<file path="src/q2e_pkg.sv">
// Shared types, constants and helpers for the quaternion to Euler angle block.
package q2e_pkg;

  localparam int CORDIC_STAGES = 16;
  localparam int TERM_W        = 36;
  localparam int ACC_W         = 33;

  typedef struct packed {
    logic signed [15:0] quat_w;
    logic signed [15:0] quat_x;
    logic signed [15:0] quat_y;
    logic signed [15:0] quat_z;
  } quat_item_t;

  typedef struct packed {
    logic signed [15:0] angle_phi;
    logic signed [15:0] angle_theta;
    logic signed [15:0] angle_psi;
  } euler_item_t;

  typedef enum logic [2:0] {
    ORD_XZY = 3'd0,
    ORD_XYZ = 3'd1,
    ORD_YXZ = 3'd2,
    ORD_YZX = 3'd3,
    ORD_ZYX = 3'd4,
    ORD_ZXY = 3'd5,
    ORD_RSV6 = 3'd6,
    ORD_RSV7 = 3'd7
  } rot_order_t;

  // One CORDIC lane: operands, accumulated angle, and a zero-vector flag.
  typedef struct packed {
    logic signed [TERM_W-1:0] x;
    logic signed [TERM_W-1:0] y;
    logic signed [ACC_W-1:0]  acc;
    logic                     zero;
  } lane_t;

  localparam logic signed [ACC_W-1:0] PI_ANGLE = ACC_W'(64'sd1073741824);

  // Arctangent table, 2^30 = pi.
  function automatic logic signed [ACC_W-1:0] atan_entry(input logic [4:0] i);
    logic signed [ACC_W-1:0] r;
    begin
      unique case (i)
        5'd0:  r = ACC_W'(268435456);
        5'd1:  r = ACC_W'(158466703);
        5'd2:  r = ACC_W'(83729454);
        5'd3:  r = ACC_W'(42502378);
        5'd4:  r = ACC_W'(21333665);
        5'd5:  r = ACC_W'(10677233);
        5'd6:  r = ACC_W'(5339919);
        5'd7:  r = ACC_W'(2670123);
        5'd8:  r = ACC_W'(1335082);
        5'd9:  r = ACC_W'(667543);
        5'd10: r = ACC_W'(333772);
        5'd11: r = ACC_W'(166886);
        5'd12: r = ACC_W'(83443);
        5'd13: r = ACC_W'(41722);
        5'd14: r = ACC_W'(20861);
        5'd15: r = ACC_W'(10430);
        5'd16: r = ACC_W'(5215);
        5'd17: r = ACC_W'(2608);
        5'd18: r = ACC_W'(1304);
        5'd19: r = ACC_W'(652);
        5'd20: r = ACC_W'(326);
        5'd21: r = ACC_W'(163);
        5'd22: r = ACC_W'(81);
        5'd23: r = ACC_W'(41);
        default: r = '0;
      endcase
      return r;
    end
  endfunction

  // Pre-rotate into the right half plane, flag the zero vector.
  function automatic lane_t lane_init(input logic signed [TERM_W-1:0] y,
                                      input logic signed [TERM_W-1:0] x);
    lane_t l;
    begin
      l.zero = (x == '0) && (y == '0);
      l.acc  = '0;
      l.x    = x;
      l.y    = y;
      if (x < 0) begin
        l.acc = (y >= 0) ? PI_ANGLE : -PI_ANGLE;
        l.x   = -x;
        l.y   = -y;
      end
      return l;
    end
  endfunction

endpackage

</file>
<file path="src/q2e_sqrt_cell.sv">
// One restoring square-root cell: settles one result bit per cycle.
module q2e_sqrt_cell import q2e_pkg::*; (
  input  logic        clk,
  input  logic        rst_n,
  input  logic [4:0]  step,
  input  logic        vld_in,
  input  logic [57:0] rem_in,
  input  logic [29:0] root_in,
  input  logic signed [TERM_W-1:0] t_in,
  input  lane_t [1:0] lane_in,
  input  logic        neg_in,
  output logic        vld_out,
  output logic [57:0] rem_out,
  output logic [29:0] root_out,
  output logic signed [TERM_W-1:0] t_out,
  output lane_t [1:0] lane_out,
  output logic        neg_out
);

  logic [57:0] rem_r, rem_nxt, trial;
  logic [29:0] root_r, root_nxt;
  logic [5:0]  sh;
  logic        vld_r, neg_r;
  logic signed [TERM_W-1:0] t_r;
  lane_t [1:0] lane_r;

  // Try the next bit of the root
  always_comb begin
    sh      = 6'(2 * (28 - int'(step)));
    trial   = ({28'd0, root_in} << (6'd29 - step)) + (58'd1 << sh);
    rem_nxt = rem_in;
    root_nxt = root_in;
    if (rem_in >= trial) begin
      rem_nxt  = rem_in - trial;
      root_nxt = root_in | (30'd1 << (5'd28 - step));
    end
  end

  always_ff @(posedge clk) begin
    if (!rst_n) begin
      vld_r <= 1'b0;
    end else begin
      vld_r <= vld_in;
    end
  end

  always_ff @(posedge clk) begin
    rem_r  <= rem_nxt;
    root_r <= root_nxt;
    t_r    <= t_in;
    lane_r <= lane_in;
    neg_r  <= neg_in;
  end

  assign vld_out  = vld_r;
  assign rem_out  = rem_r;
  assign root_out = root_r;
  assign t_out    = t_r;
  assign lane_out = lane_r;
  assign neg_out  = neg_r;

endmodule

</file>
<file path="config.mk">
export PLATFORM = sky130hd
export DESIGN_NAME = q2e_sqrt_cell
export DESIGN_NICKNAME = d
export VERILOG_FILES = /design/src/q2e_pkg.sv /design/src/q2e_sqrt_cell.sv
export SDC_FILE = /design/constraint.sdc
export NUM_CORES = 1
export LEC_CHECK = 0
export ABC_AREA = 1
export ABC_CLOCK_PERIOD_IN_PS = 10240
export BUFFER_PORTS_ARGS = -buffer_cell sky130_fd_sc_hd__buf_2
export CAP_MARGIN = 20
export CORE_AREA = 2 2 264 266
export CTS_BUF_LIST = sky130_fd_sc_hd__clkbuf_4 sky130_fd_sc_hd__clkbuf_8
export DETAILED_ROUTE_END_ITERATION = 16
export DIE_AREA = 0 0 266 268
export PLACE_DENSITY = 0.49
export SLEW_MARGIN = 40
export SYNTH_ARGS = -nofsm -noshare
export SYNTH_HDL_FRONTEND = slang
export SYNTH_SLANG_ARGS = --single-unit
</file>
<file path="constraint.sdc">
create_clock -name clk -period 10.24 [get_ports clk]
set_input_delay 2.56 -clock clk [delete_from_list [all_inputs] [get_ports clk]]
set_output_delay 2.56 -clock clk [all_outputs]
set_load 0.1 [all_outputs]
</file>
==> Word-level counts from Yosys, hierarchy flattened <==
Cells that the tools add are included.
{ "totals": {"register_bits": 338, "inputBits": 345, "out_inout_bits": 338, "wordCells": 25} }
{ "classes": {"addsub": 5, "magnitude_cmp": 1, "shift": 3, "mux": 2, "n_bitwise": 1} }
{ "ops": {"columns": ["cell", "n"], "rows": [
  ["58-bit adder", 1],
  ["58-bit greater-or-equal comparator", 1],
  ["58-bit 2-to-1 mux", 1],
  ["1-bit by 6-bit << shifter with 58-bit output, first input constant", 1],
  ["30-bit by 6-bit << shifter with 58-bit output", 1],
  ["58-bit subtractor", 1],
  ["30-bit 2-to-1 mux", 1],
  ["30-bit bitwise OR", 1],
  ["1-bit by 5-bit << shifter with 30-bit output, first input constant", 1],
  ["5-bit subtractor, first input constant", 2],
  ["5-bit by 5-bit subtractor with 6-bit output, first input constant", 1]
]} }

==> Depth between registers and ports, before layout <==
Gate-level depths: netlist (run 1).
{ "logic_depth": {"word_depth": 5, "depth_mapped": 45, "mapped_depth_nobuf": 41} }

==> Least setup slack after synthesis (run 1) <==
Ideal clock, no wire load.
{ "synth_path": {"kind": "input to register", "startpoint": "input step[1]", "endpoint": "register rem_r[24], in the netlist rem_out[24]", "arrival_ns": 7.767, "t_required_ns": 10.112, "setup_slack_ns": 2.345, "stages": 40, "cell_sequence": "buf_4 inv_2 buf_2 clkbuf_1 ha_1 buf_4 inv_1 buf_2 buf_1 nand2_1 o21ai_0 nor2_1 a31oi_1 nor2_1 ha_1 inv_1 nor2_1 nand2_1 (+4 left out) nand2_2 nand2_1 nand2_1 nand2_1 ha_1 nand2_1 nor2_1 inv_1 nor2_1 nand3_1 nor4_1 nand4_1 nand3_2 inv_2 buf_2 buf_2 nand2_1 o21ai_0"} }
{ "synth_via": {"elab_chain_cells": 5} }
{ "synth_lines": {"columns": ["item", "line", "text"], "rows": [
  ["from (decl)", "q2e_sqrt_cell.sv:5", "input logic [4:0] step,"],
  ["5-bit by 5-bit subtractor with 6-bit output or 5-bit subtractor (tied branches)", "q2e_sqrt_cell.sv:30, q2e_sqrt_cell.sv:29", null],
  ["30-bit by 6-bit << shifter with 58-bit output or 1-bit by 6-bit << shifter with 58-bit output (tied branches)", "q2e_sqrt_cell.sv:30", "trial = ({28'd0, root_in} << (6'd29 - step)) + (58'd1 << sh);"],
  ["58-bit adder (*)", "q2e_sqrt_cell.sv:30", null],
  ["58-bit subtractor or 58-bit greater-or-equal comparator (tied branches)", "q2e_sqrt_cell.sv:34, q2e_sqrt_cell.sv:33", null],
  ["58-bit 2-to-1 mux (*)", "q2e_sqrt_cell.sv:33", "if (rem_in >= trial) begin"],
  ["via rem_nxt[24]", "q2e_sqrt_cell.sv:20", "logic [57:0] rem_r, rem_nxt, trial;"],
  ["to (signal assigned)", "q2e_sqrt_cell.sv:48", "rem_r <= rem_nxt;"],
  ["to (decl)", "q2e_sqrt_cell.sv:20", null]
]} }
Mark *: on every way through the listed nets, which the timed path passes. The rest lies on a longest branch.
A chain may end at the register's enable or synchronous reset.

==> Final worst setup path (run 1) <==
{ "layout_path": {"startpoint": "input step[1]", "endpoint": "register rem_r[18], in the netlist rem_out[18]"} }
The elaborated chain is that of the path after synthesis.

==> results of run 1 <==
-- report_power, final --
part           internal (mW)  switching (mW)  total, mW
Sequential              1.46          0.0530       1.51
Clock                  0.911           0.594       1.51
Combinational          0.432            1.88       2.31
Total                   2.80            2.53       5.33
-- stage by stage --
stage               util, %  worst slack [ns]
CTS                    34.4              1.97
global placement       32.3              1.20
finish                 34.5              1.80
global route           34.5              1.13
detailed placement     32.3              1.31
floorplan                 -              2.34
-- synth_stat cells (all sizes together) (2+ instances only) --
| library cell | n | area [µm²] |
|---|---|---|
| nand3 | 229 | 1180 |
| nor3 | 31 | 185 |
| o21bai | 9 | 67.6 |
| or2 | 5 | 31.3 |
| nand4 | 28 | 175 |
| dfxtp | 338 | 6770 |
| a31oi | 26 | 163 |
| o21ai | 162 | 815 |
| nor2 | 254 | 1050 |
| xnor2 | 25 | 219 |
| inv | 330 | 1240 |
| a211oi | 2 | 15.0 |
| buf | 39 | 234 |
| a21oi | 103 | 531 |
| a21boi | 3 | 22.5 |
| a21o | 17 | 128 |
| o211ai | 4 | 30.0 |
| nor4 | 4 | 31.3 |
| o221ai | 3 | 26.3 |
| mux2i | 12 | 120 |
| a221oi | 2 | 17.5 |
| xor2 | 45 | 394 |
| clkbuf | 19 | 72.6 |
| o21a | 5 | 37.5 |
| o22ai | 17 | 106 |
| ha | 90 | 1130 |
| and3 | 2 | 12.5 |
| nand2 | 729 | 2790 |
| nand3b | 17 | 128 |
-- area by class of cell --
type	instances	area (µm²)
Antenna cell	12	30.0
Multi-Input combinational cell	1828	9440
Tap cell	882	1100
Inverter	331	1240
Sequential cell	338	6770
Clock buffer	86	1090
Clock inverter	19	343
Timing Repair Buffer	693	3510
Fill cell	7513	44700
-- worst max-delay path, delay by kind of cell --
family / cells / cell delay, ns
compound gates: 8 / 1.44
fa+ha+maj: 3 / 1.14
buf+inv: 10 / 2.38
simple gates: 13 / 1.41
-- layout by cell type, fill, tap and decap left out, types with 5 or more instances in the layout --
master / synthesis / routed
nor2_4: 5 / 5
clkbuf_4: 0 / 15
inv_2: 19 / 19
bufinv_16: 0 / 9
nand3_1: 223 / 223
or2_2: 5 / 5
o22ai_1: 17 / 17
buf_2: 19 / 682
nand3b_1: 17 / 17
a31oi_1: 26 / 26
o21ai_1: 11 / 12
nand2_1: 714 / 714
nand2_2: 12 / 12
clkinv_2: 0 / 6
a21o_1: 17 / 17
xnor2_1: 25 / 25
mux2i_1: 12 / 12
nor3_2: 6 / 6
nand4_1: 28 / 28
o21bai_1: 9 / 9
xor2_1: 45 / 45
o21ai_0: 150 / 149
nor2_1: 235 / 235
a21oi_1: 99 / 99
ha_1: 90 / 90
inv_1: 310 / 310
nor2_2: 12 / 12
o21a_1: 5 / 5
diode_2: 0 / 12
nand3_2: 6 / 6
dfxtp_1: 338 / 338
buf_4: 7 / 10
clkbuf_8: 0 / 71
nor3_1: 25 / 25
-- worst paths after layout --
path | start | end | depth (start not counted)
worst max-delay path | step[1] | rem_out[18]$_DFF_P_ | 34
worst min-delay path | lane_in[25] | lane_out[25]$_DFF_P_ | 1
-- kinds of logic after synthesis --
family	share of synthesized area, %
AO/OA/AOI/OAI	11.2
XOR/XNOR	3.45
adder cells (fa/ha/maj)	6.45
buffers and inverters	8.73
flip-flops	38.1
multiplexers	0.676
AND/OR/NAND/NOR	31.4
-- flip-flops by register name, indices dropped and copies added, names as in the netlist --
name      count
lane_out    212
rem_out      58
t_out        36
root_out     30
neg_out       1
vld_out       1
-- metal layers --
metal / track usage [%] / vias up / routed length [µm]
li1: - / 9666 / -
met1: 31.0 / 9035 / 38200
met2: 43.3 / 854 / 44300
met3: 4.39 / 188 / 6910
met4: 10.7 / 8 / 4310
met5: 0 / - / 55
==> impl_metrics.env, run 1 <==
export IMPL_synth_main_ff_cell="dfxtp_1"
export IMPL_finalPower_mw=5.33
export IMPL_wl_mm=93.7
export IMPL_crit_top_cell="nand2_1"
export IMPL_path_clk_slew_ns=0.08
export IMPL_grt_start_max_net_pins=55
export IMPL_yosysWarnings=0
export IMPL_cts_resized=0
export IMPL_clkSinkCount=338
export IMPL_io_pins=683
export IMPL_worstPathRequired_ns=10.76
export IMPL_initialDrtViolationCount=1557
export IMPL_status="completed"
export IMPL_firstDrtPassIters=7
export IMPL_arrival_ns=8.96
export IMPL_whs_ns=1.99
export IMPL_final_setup_viol_count=0
export IMPL_crit_path_end_kind="flop"
export IMPL_max_freq_mhz=119
export IMPL_syn_nets=2991
export IMPL_crit_fanout=37
export IMPL_synth_cell_types=51
export IMPL_io_buffers=682
export IMPL_route_detailed_wl_per_inst_um=22.4
export IMPL_ctsHoldBuffers=0
export IMPL_grt_overflow=0
export IMPL_fin_area_um2=23500
export IMPL_vias=19751
export IMPL_leakage_nw=12.0
export IMPL_htreeDepth=2
export IMPL_grt_pass1_vias=19065
export IMPL_finalSetupTns_ns=0
export IMPL_place_gp_congestion=0.985
export IMPL_place_area_um2=22100
export IMPL_synth_seq_area_share_pct=38.1
export IMPL_slew_viol_final=0
export IMPL_synthArstFlopShare_pct=0
export IMPL_cts_tree="built"
export IMPL_fin_crit_sh_pct=82.4
export IMPL_synth_edf_count=0
export IMPL_cap_viol_max_count=0
export IMPL_antenna_found_initial=17
export IMPL_fin_crit_ns=8.44
export IMPL_tightest_slew_ns=0.735
export IMPL_syn_inst=2555
export IMPL_clockRootBuffer="clkbuf_8"
export IMPL_cts_buffers=58
export IMPL_maxSlewHeadroom_pct=50.9
export IMPL_core_um2=68200
export IMPL_clock_path_buffers=3
export IMPL_cp_slowest_cell="inv_1"
export IMPL_ant_nets=0
export IMPL_power_per_cell_area_nw_per_um2=227
export IMPL_path_class="primary input to flop"
export IMPL_area_delta_synth_final_pct=32.5
export IMPL_hold_violations=0
export IMPL_num_rows=96
export IMPL_dp_final_hpwl_mm=80.5
export IMPL_die_h_um=268
export IMPL_grt_setup_unrepaired="no"
export IMPL_ir_worst_vdd_v=0.000120
export IMPL_nets=3686
export IMPL_die_area_um2=71300
export IMPL_placed_cells=4072
export IMPL_hp_class="primary input to flop"
export IMPL_drive_gt1_share_pct=26.6
export IMPL_drc=0
export IMPL_grt_pass1_wl_mm=130
export IMPL_grtUsageTotal_pct=25.2
export IMPL_synth_seq_cells=338
export IMPL_syn_avg_cell_area_um2=6.95
export IMPL_cts_setup_buffers=0
export IMPL_initial_core_util_pct=26.0
export IMPL_cpPeakStageDelay_ns=0.44
export IMPL_via_per_inst=4.71
export IMPL_cp_start_kind="primary input"
export IMPL_die_x_um=266
export IMPL_stdcell_count=4189
export IMPL_netlist_area_um2=17800
(Power assumes the default switching activity.)
==> run 2: changes to the inputs <==
ABC_AREA = 0   (was 1)
ABC_CLOCK_PERIOD_IN_PS = 7200   (was 10240)
PLACE_DENSITY = 0.47   (was 0.49)
clock period = 7.2 ns   (was 10.24 ns; I/O delays follow)
==> impl_metrics.env, run 2 <==
export IMPL_ant_nets=0
export IMPL_p_clk_share_pct=23.1
export IMPL_core_um2=68200
export IMPL_violations="negative setup slack"
export IMPL_cpPeakStageDelay_ns=0.53
export IMPL_synth_most_common_cell="dfxtp_1"
export IMPL_route_met2_wl_mm=46.4
export IMPL_maxSlewHeadroom_pct=52.7
export IMPL_grt_pass1_vias=19025
export IMPL_synth_top_cell_by_area="dfxtp_1"
export IMPL_path_clk_slew_ns=0.06
export IMPL_clock_path_buffers=3
export IMPL_grt_overflow=0
export IMPL_cp_start_kind="primary input"
export IMPL_wl_mm=95.5
export IMPL_die_h_um=268
export IMPL_num_rows=96
export IMPL_internal_power_mw=4.54
export IMPL_antenna_found_initial=33
export IMPL_die_area_um2=71300
export IMPL_p_switching_mw=3.76
export IMPL_wl_met1_mm=37.2
export IMPL_synth_main_ff_cell="dfxtp_1"
export IMPL_leakage_nw=13.8
export IMPL_fin_area_um2=28200
export IMPL_hp_class="primary input to flop"
export IMPL_slew_viol_final=0
export IMPL_path_class="primary input to flop"
export IMPL_crit_fanout=8
export IMPL_grt_setup_unrepaired="yes"
export IMPL_ir_worst_vdd_v=0.000284
export IMPL_power_per_cell_area_nw_per_um2=295
export IMPL_place_gp_congestion=0.922
export IMPL_place_area_um2=25000
export IMPL_initialDrtViolationCount=1160
export IMPL_worstHoldStart="t_in[3]"
export IMPL_yosysTopAreaCellShare_pct=42.6
export IMPL_vias=18663
export IMPL_status="finished with violations"
export IMPL_final_common_cell="buf_2"
export IMPL_clkSinkCount=338
export IMPL_final_cell_mix="679 x buf_2, 630 x buf_4, 338 x dfxtp_1"
export IMPL_cap_viol_max_count=0
export IMPL_io_buffers=682
export IMPL_fin_crit_sh_pct=104
export IMPL_grt_start_max_net_pins=22
export IMPL_dr_wl_met3_mm=6.55
export IMPL_swShare_pct=45.3
export IMPL_synth_edf_count=0
export IMPL_holdPathStages=1
export IMPL_synth_seq_cells=338
export IMPL_min_delay_worst_endpoint="t_out[3]$_DFF_P_"
export IMPL_hold_violations=0
export IMPL_drive_gt1_share_pct=55.8
export IMPL_route_detailed_wl_per_inst_um=24.1
export IMPL_cp_slowest_cell="mux4_2"
export IMPL_clockRootBuffer="clkbuf_8"
export IMPL_largest_register_ff_count=212
export IMPL_fin_crit_ns=7.52
export IMPL_arrival_ns=8.07
export IMPL_cts_tree="built"
export IMPL_final_setup_viol_count=88
export IMPL_syn_avg_cell_area_um2=9.42
export IMPL_dp_final_hpwl_mm=80.0
export IMPL_syn_inst=1687
export IMPL_nFillCells=6886
export IMPL_grtUsageTotal_pct=25.3
export IMPL_area_delta_synth_final_pct=77.3
export IMPL_htreeDepth=2
export IMPL_worstPathRequired_ns=7.76
export IMPL_synth_cell_types=95
export IMPL_power_frac_seq_pct=26.0
export IMPL_max_freq_mhz=133
export IMPL_tightest_slew_ns=0.715
export IMPL_grt_pass1_wl_mm=130
export IMPL_ctsHoldBuffers=0
export IMPL_firstDrtPassIters=5
export IMPL_initial_core_util_pct=23.3
export IMPL_nets=3475
export IMPL_io_pins=683
export IMPL_place_ws_ns=-1.42
export IMPL_drc=0
export IMPL_crit_path_end_kind="flop"
export IMPL_die_x_um=266
export IMPL_synth_common_cells="338 x dfxtp_1, 169 x nor2_1, 150 x nand2_1, 130 x a21oi_1, 90 x ha_1"
export IMPL_finalSetupTns_ns=-17.09
export IMPL_synth_seq_area_share_pct=42.6
export IMPL_via_per_inst=4.70
export IMPL_comb_power_share_pct=50.9
export IMPL_synthTopCellsByArea="dfxtp_1 43%, ha_1 7.1%, a21oi_1 4.1%"
export IMPL_cts_buffers=57
export IMPL_yosysWarnings=0
export IMPL_syn_nets=2123
export IMPL_top_layer="met5"
export IMPL_synthArstFlopShare_pct=0
export IMPL_netlist_area_um2=15900
export IMPL_setup_ws_ns=-0.317
==> run 2: cell types whose count changed in the layout (fill, tap and decap cells not counted), sizes merged, moves of 18 or more <==
cell   change
nand3    -195
inv      -277
nor2b     +18
a21o      +61
buf      +668
nand2    -579
nor2      -85
xnor2     +43
a21oi     +32
o21ai     -83
mux4      +28
==> run 2: repair_timing <==
item / in CTS / in global routing
setup buffers: 37 / 24
setup endpoints to repair: 88 / 88
pin swaps: 51 / 67
gates resized for setup: 100 / 205
cloned: 6 / 6
hold endpoints to repair: 0 / 0
==> run 2: per-stage QoR <==
stage          hold WS (ns)  utilization (%)  power [mW]  instances
2_1_floorplan          1.83                -        4.67       1687
3_3_place_gp           1.90             36.6        6.07       3796
3_5_place_dp           1.90             36.6        6.06       3796
4_1_cts                1.17             39.8        8.16       3940
5_1_grt                1.17             41.3        8.63       3967
6_report               1.23             41.3        8.30       3971
==> run 2: cell type report <==
type / count / area (µm²) / area share (%)
multi-input cells: 1225 / 9740 / 34.6
repair buffers: 1365 / 9070 / 32.2
flip-flops and latches: 338 / 6770 / 24.0
clock buffers: 89 / 1110 / 3.95
well taps: 882 / 1100 / 3.92
inverters: 52 / 205 / 0.728
clock inverters: 12 / 160 / 0.568
diodes: 8 / 20.0 / 0.0710
==> run 2: metal layers <==
layer,track usage (%),vias up
met2,45.0,769
met3,5.86,205
li1,-,8797
met4,11.3,22
met5,0,-
met1,28.9,8870
==> run 2: cells by family (layout without fill, tap and decap cells) <==
| logic type | after synthesis | in the layout | synth area share, % |
|---|---|---|---|
| flops | 338 | 338 | 42.6 |
| other cells | 0 | 8 | 0 |
| buf+inv | 124 | 1518 | 3.20 |
| simple gates | 490 | 490 | 14.1 |
| compound gates | 467 | 467 | 20.0 |
| fa+ha+maj | 91 | 91 | 7.21 |
| mux | 67 | 67 | 6.68 |
| xor+xnor | 110 | 110 | 6.23 |
==> run 2: worst max-delay path: cells and delay by family <==
kind,cells,cell delay [ns]
muxes,3,1.13
buffers and inverters,7,0.98
adders and majority gates,2,0.63
xor gates and xnor gates,1,0.05
and+or+nand+nor,11,1.85
AOI/OAI and AO/OA,8,1.58
==> run 2: how the worst max path moves through the flow <==
| stage | start | end | slack (ns) | cells past startpoint |
|---|---|---|---|---|
| 2_1_floorplan | step[1] | rem_out[12]$_DFF_P_ | -0.83 | 35 |
| 3_3_place_gp | step[1] | rem_out[30]$_DFF_P_ | -1.50 | 35 |
| 3_5_place_dp | step[1] | rem_out[30]$_DFF_P_ | -1.42 | 33 |
| 4_1_cts | step[1] | root_out[25]$_DFF_P_ | -0.20 | 36 |
| 5_1_grt | step[1] | root_out[21]$_DFF_P_ | -0.51 | 34 |
| 6_report | step[1] | rem_out[12]$_DFF_P_ | -0.32 | 32 |
==> run 2: power by group through the flow <==
stage / registers (mW) / clock network (mW) / logic [mW]
6_report: 2.16 / 1.92 / 4.22
5_1_grt: 2.17 / 2.05 / 4.40
4_1_cts: 2.16 / 1.98 / 4.03
3_5_place_dp: 2.19 / 0 / 3.87
3_3_place_gp: 2.20 / 0 / 3.87
2_1_floorplan: 3.66 / 0 / 1.01
==> run 3: changes to the inputs <==
CORE_AREA = 2 2 267 269   (was 2 2 264 266)
CTS_BUF_LIST = sky130_fd_sc_hd__clkbuf_16   (was sky130_fd_sc_hd__clkbuf_4 sky130_fd_sc_hd__clkbuf_8)
DIE_AREA = 0 0 269 271   (was 0 0 266 268)
==> impl_metrics.env, run 3 (synthesis results as in run 2) <==
export IMPL_status="finished with violations"
export IMPL_final_util_pct=40.7
export IMPL_via_per_inst=4.63
export IMPL_firstDrtPassIters=5
export IMPL_drc=0
export IMPL_p_clk_share_pct=23.9
export IMPL_antenna_found_initial=30
export IMPL_ctsHoldBuffers=0
export IMPL_grtUsageTotal_pct=25.1
export IMPL_dp_final_hpwl_mm=80.0
export IMPL_met3_usage_pct=5.23
export IMPL_cts_buffers=39
export IMPL_num_rows=97
export IMPL_clockRootBuffer="clkbuf_16"
export IMPL_final_cell_mix="677 x buf_2, 649 x buf_4, 338 x dfxtp_1"
export IMPL_crit_path_end_kind="flop"
export IMPL_core_um2=69800
export IMPL_grt_setup_unrepaired="yes"
export IMPL_cp_slowest_cell="ha_1"
export IMPL_path_class="primary input to flop"
export IMPL_finalSetupTns_ns=-23.80
export IMPL_max_freq_mhz=133
export IMPL_fin_crit_ns=7.54
export IMPL_initialDrtViolationCount=1073
export IMPL_clkSinkCount=338
export IMPL_power_per_cell_area_nw_per_um2=294
export IMPL_cap_viol_max_count=0
export IMPL_drive_gt1_share_pct=55.5
export IMPL_final_setup_viol_count=88
export IMPL_tightest_slew_ns=0.754
export IMPL_cp_start_kind="primary input"
export IMPL_place_area_um2=25000
export IMPL_die_h_um=271
export IMPL_io_pins=683
export IMPL_clock_path_buffers=3
export IMPL_crit_top_cell="buf_4"
export IMPL_initial_core_util_pct=22.8
export IMPL_nets=3472
export IMPL_die_area_um2=72900
export IMPL_largest_register_ff_count=212
export IMPL_p_switching_mw=3.78
export IMPL_internal_power_mw=4.54
export IMPL_route_detailed_wl_per_inst_um=23.9
export IMPL_hold_violations=0
export IMPL_stdcell_count=4012
export IMPL_crit_fanout=7
export IMPL_comb_power_share_pct=50.4
export IMPL_cpPeakStageDelay_ns=0.36
export IMPL_ir_worst_vdd_v=0.000190
export IMPL_grt_pass1_wl_mm=132
export IMPL_die_x_um=269
export IMPL_fin_crit_sh_pct=105
export IMPL_grt_overflow=0
export IMPL_grt_start_max_net_pins=18
export IMPL_grtUsageMet2_pct=44.1
export IMPL_arrival_ns=8.03
export IMPL_slew_viol_final=0
export IMPL_place_gp_congestion=0.990
export IMPL_worstPathRequired_ns=7.68
export IMPL_hp_class="primary input to flop"
export IMPL_power_frac_seq_pct=25.7
export IMPL_io_buffers=682
export IMPL_wl_mm=96.0
export IMPL_setup_ws_ns=-0.343
export IMPL_grt_pass1_vias=19078
export IMPL_htreeDepth=2
export IMPL_maxSlewHeadroom_pct=49.3
export IMPL_area_delta_synth_final_pct=78.5
export IMPL_placed_cells=3851
export IMPL_gr_usage_met1_pct=29.7
export IMPL_leakage_nw=13.8
export IMPL_vias=18584
export IMPL_ant_nets=0
export IMPL_violations="negative setup slack"
export IMPL_fin_area_um2=28400
export IMPL_swShare_pct=45.4
export IMPL_finalPower_mw=8.33
export IMPL_grt_busiest_layer="met2"
export IMPL_path_clk_slew_ns=0.06
export IMPL_final_common_cell="buf_2"
export IMPL_cts_tree="built"
==> run 3: layer usage <==
layer | part of all wire (%) | vias up
met3 | 6.4 | 150
met1 | 40 | 8976
met4 | 3.8 | 20
met2 | 49 | 647
li1 | - | 8791
met5 | 0.14 | -
==> run 3: per-stage QoR <==
stage          setup slack [ns]  hold WS (ns)
6_report                 -0.343          1.31
3_3_place_gp              -1.36          1.90
3_5_place_dp              -1.36          1.90
5_1_grt                  -0.608          1.27
2_1_floorplan            -0.832          1.83
4_1_cts                  -0.199          1.26
==> run 3: path summary, 6_finish.rpt <==
| path | startpoint | to | slack (ns) | depth (start not counted) |
|---|---|---|---|---|
| min | t_in[34] | t_out[34]$_DFF_P_ | 1.31 | 1 |
| max | step[1] | root_out[8]$_DFF_P_ | -0.34 | 38 |
==> run 3: repair_timing <==
| item | 4_1_cts | 5_1_grt |
|---|---|---|
| cloned | 8 | 5 |
| gates resized for setup | 194 | 112 |
| buffers inserted | 57 | 16 |
| pin swaps | 78 | 54 |
| setup endpoints to repair | 88 | 88 |
==> run 3: critical path, delay by kind of cell <==
family / cells / cell delay (ns)
AO/OA/AOI/OAI: 9 / 1.98
buffers and inverters: 16 / 1.82
AND/OR/NAND/NOR: 9 / 1.09
adder cells (fa/ha/maj): 3 / 1.02
multiplexers: 1 / 0.32
==> run 3: power by group through the flow <==
stage               registers (mW)  logic [mW]  clock network (mW)
global placement              2.18        3.84                   0
detailed placement            2.18        3.85                   0
global route                  2.16        4.38                2.13
CTS                           2.14        4.08                2.05
finish                        2.14        4.19                1.99
floorplan                     3.66        1.01                   0
==> run 3: area by class of cell <==
class	instances	area [µm²]
Antenna cell	9	22.5
Clock buffer	39	976
Clock inverter	29	282
Fill cell	7095	41400
Inverter	52	205
Multi-Input combinational cell	1226	9760
Sequential cell	338	6770
Tap cell	940	1180
Timing Repair Buffer	1379	9180
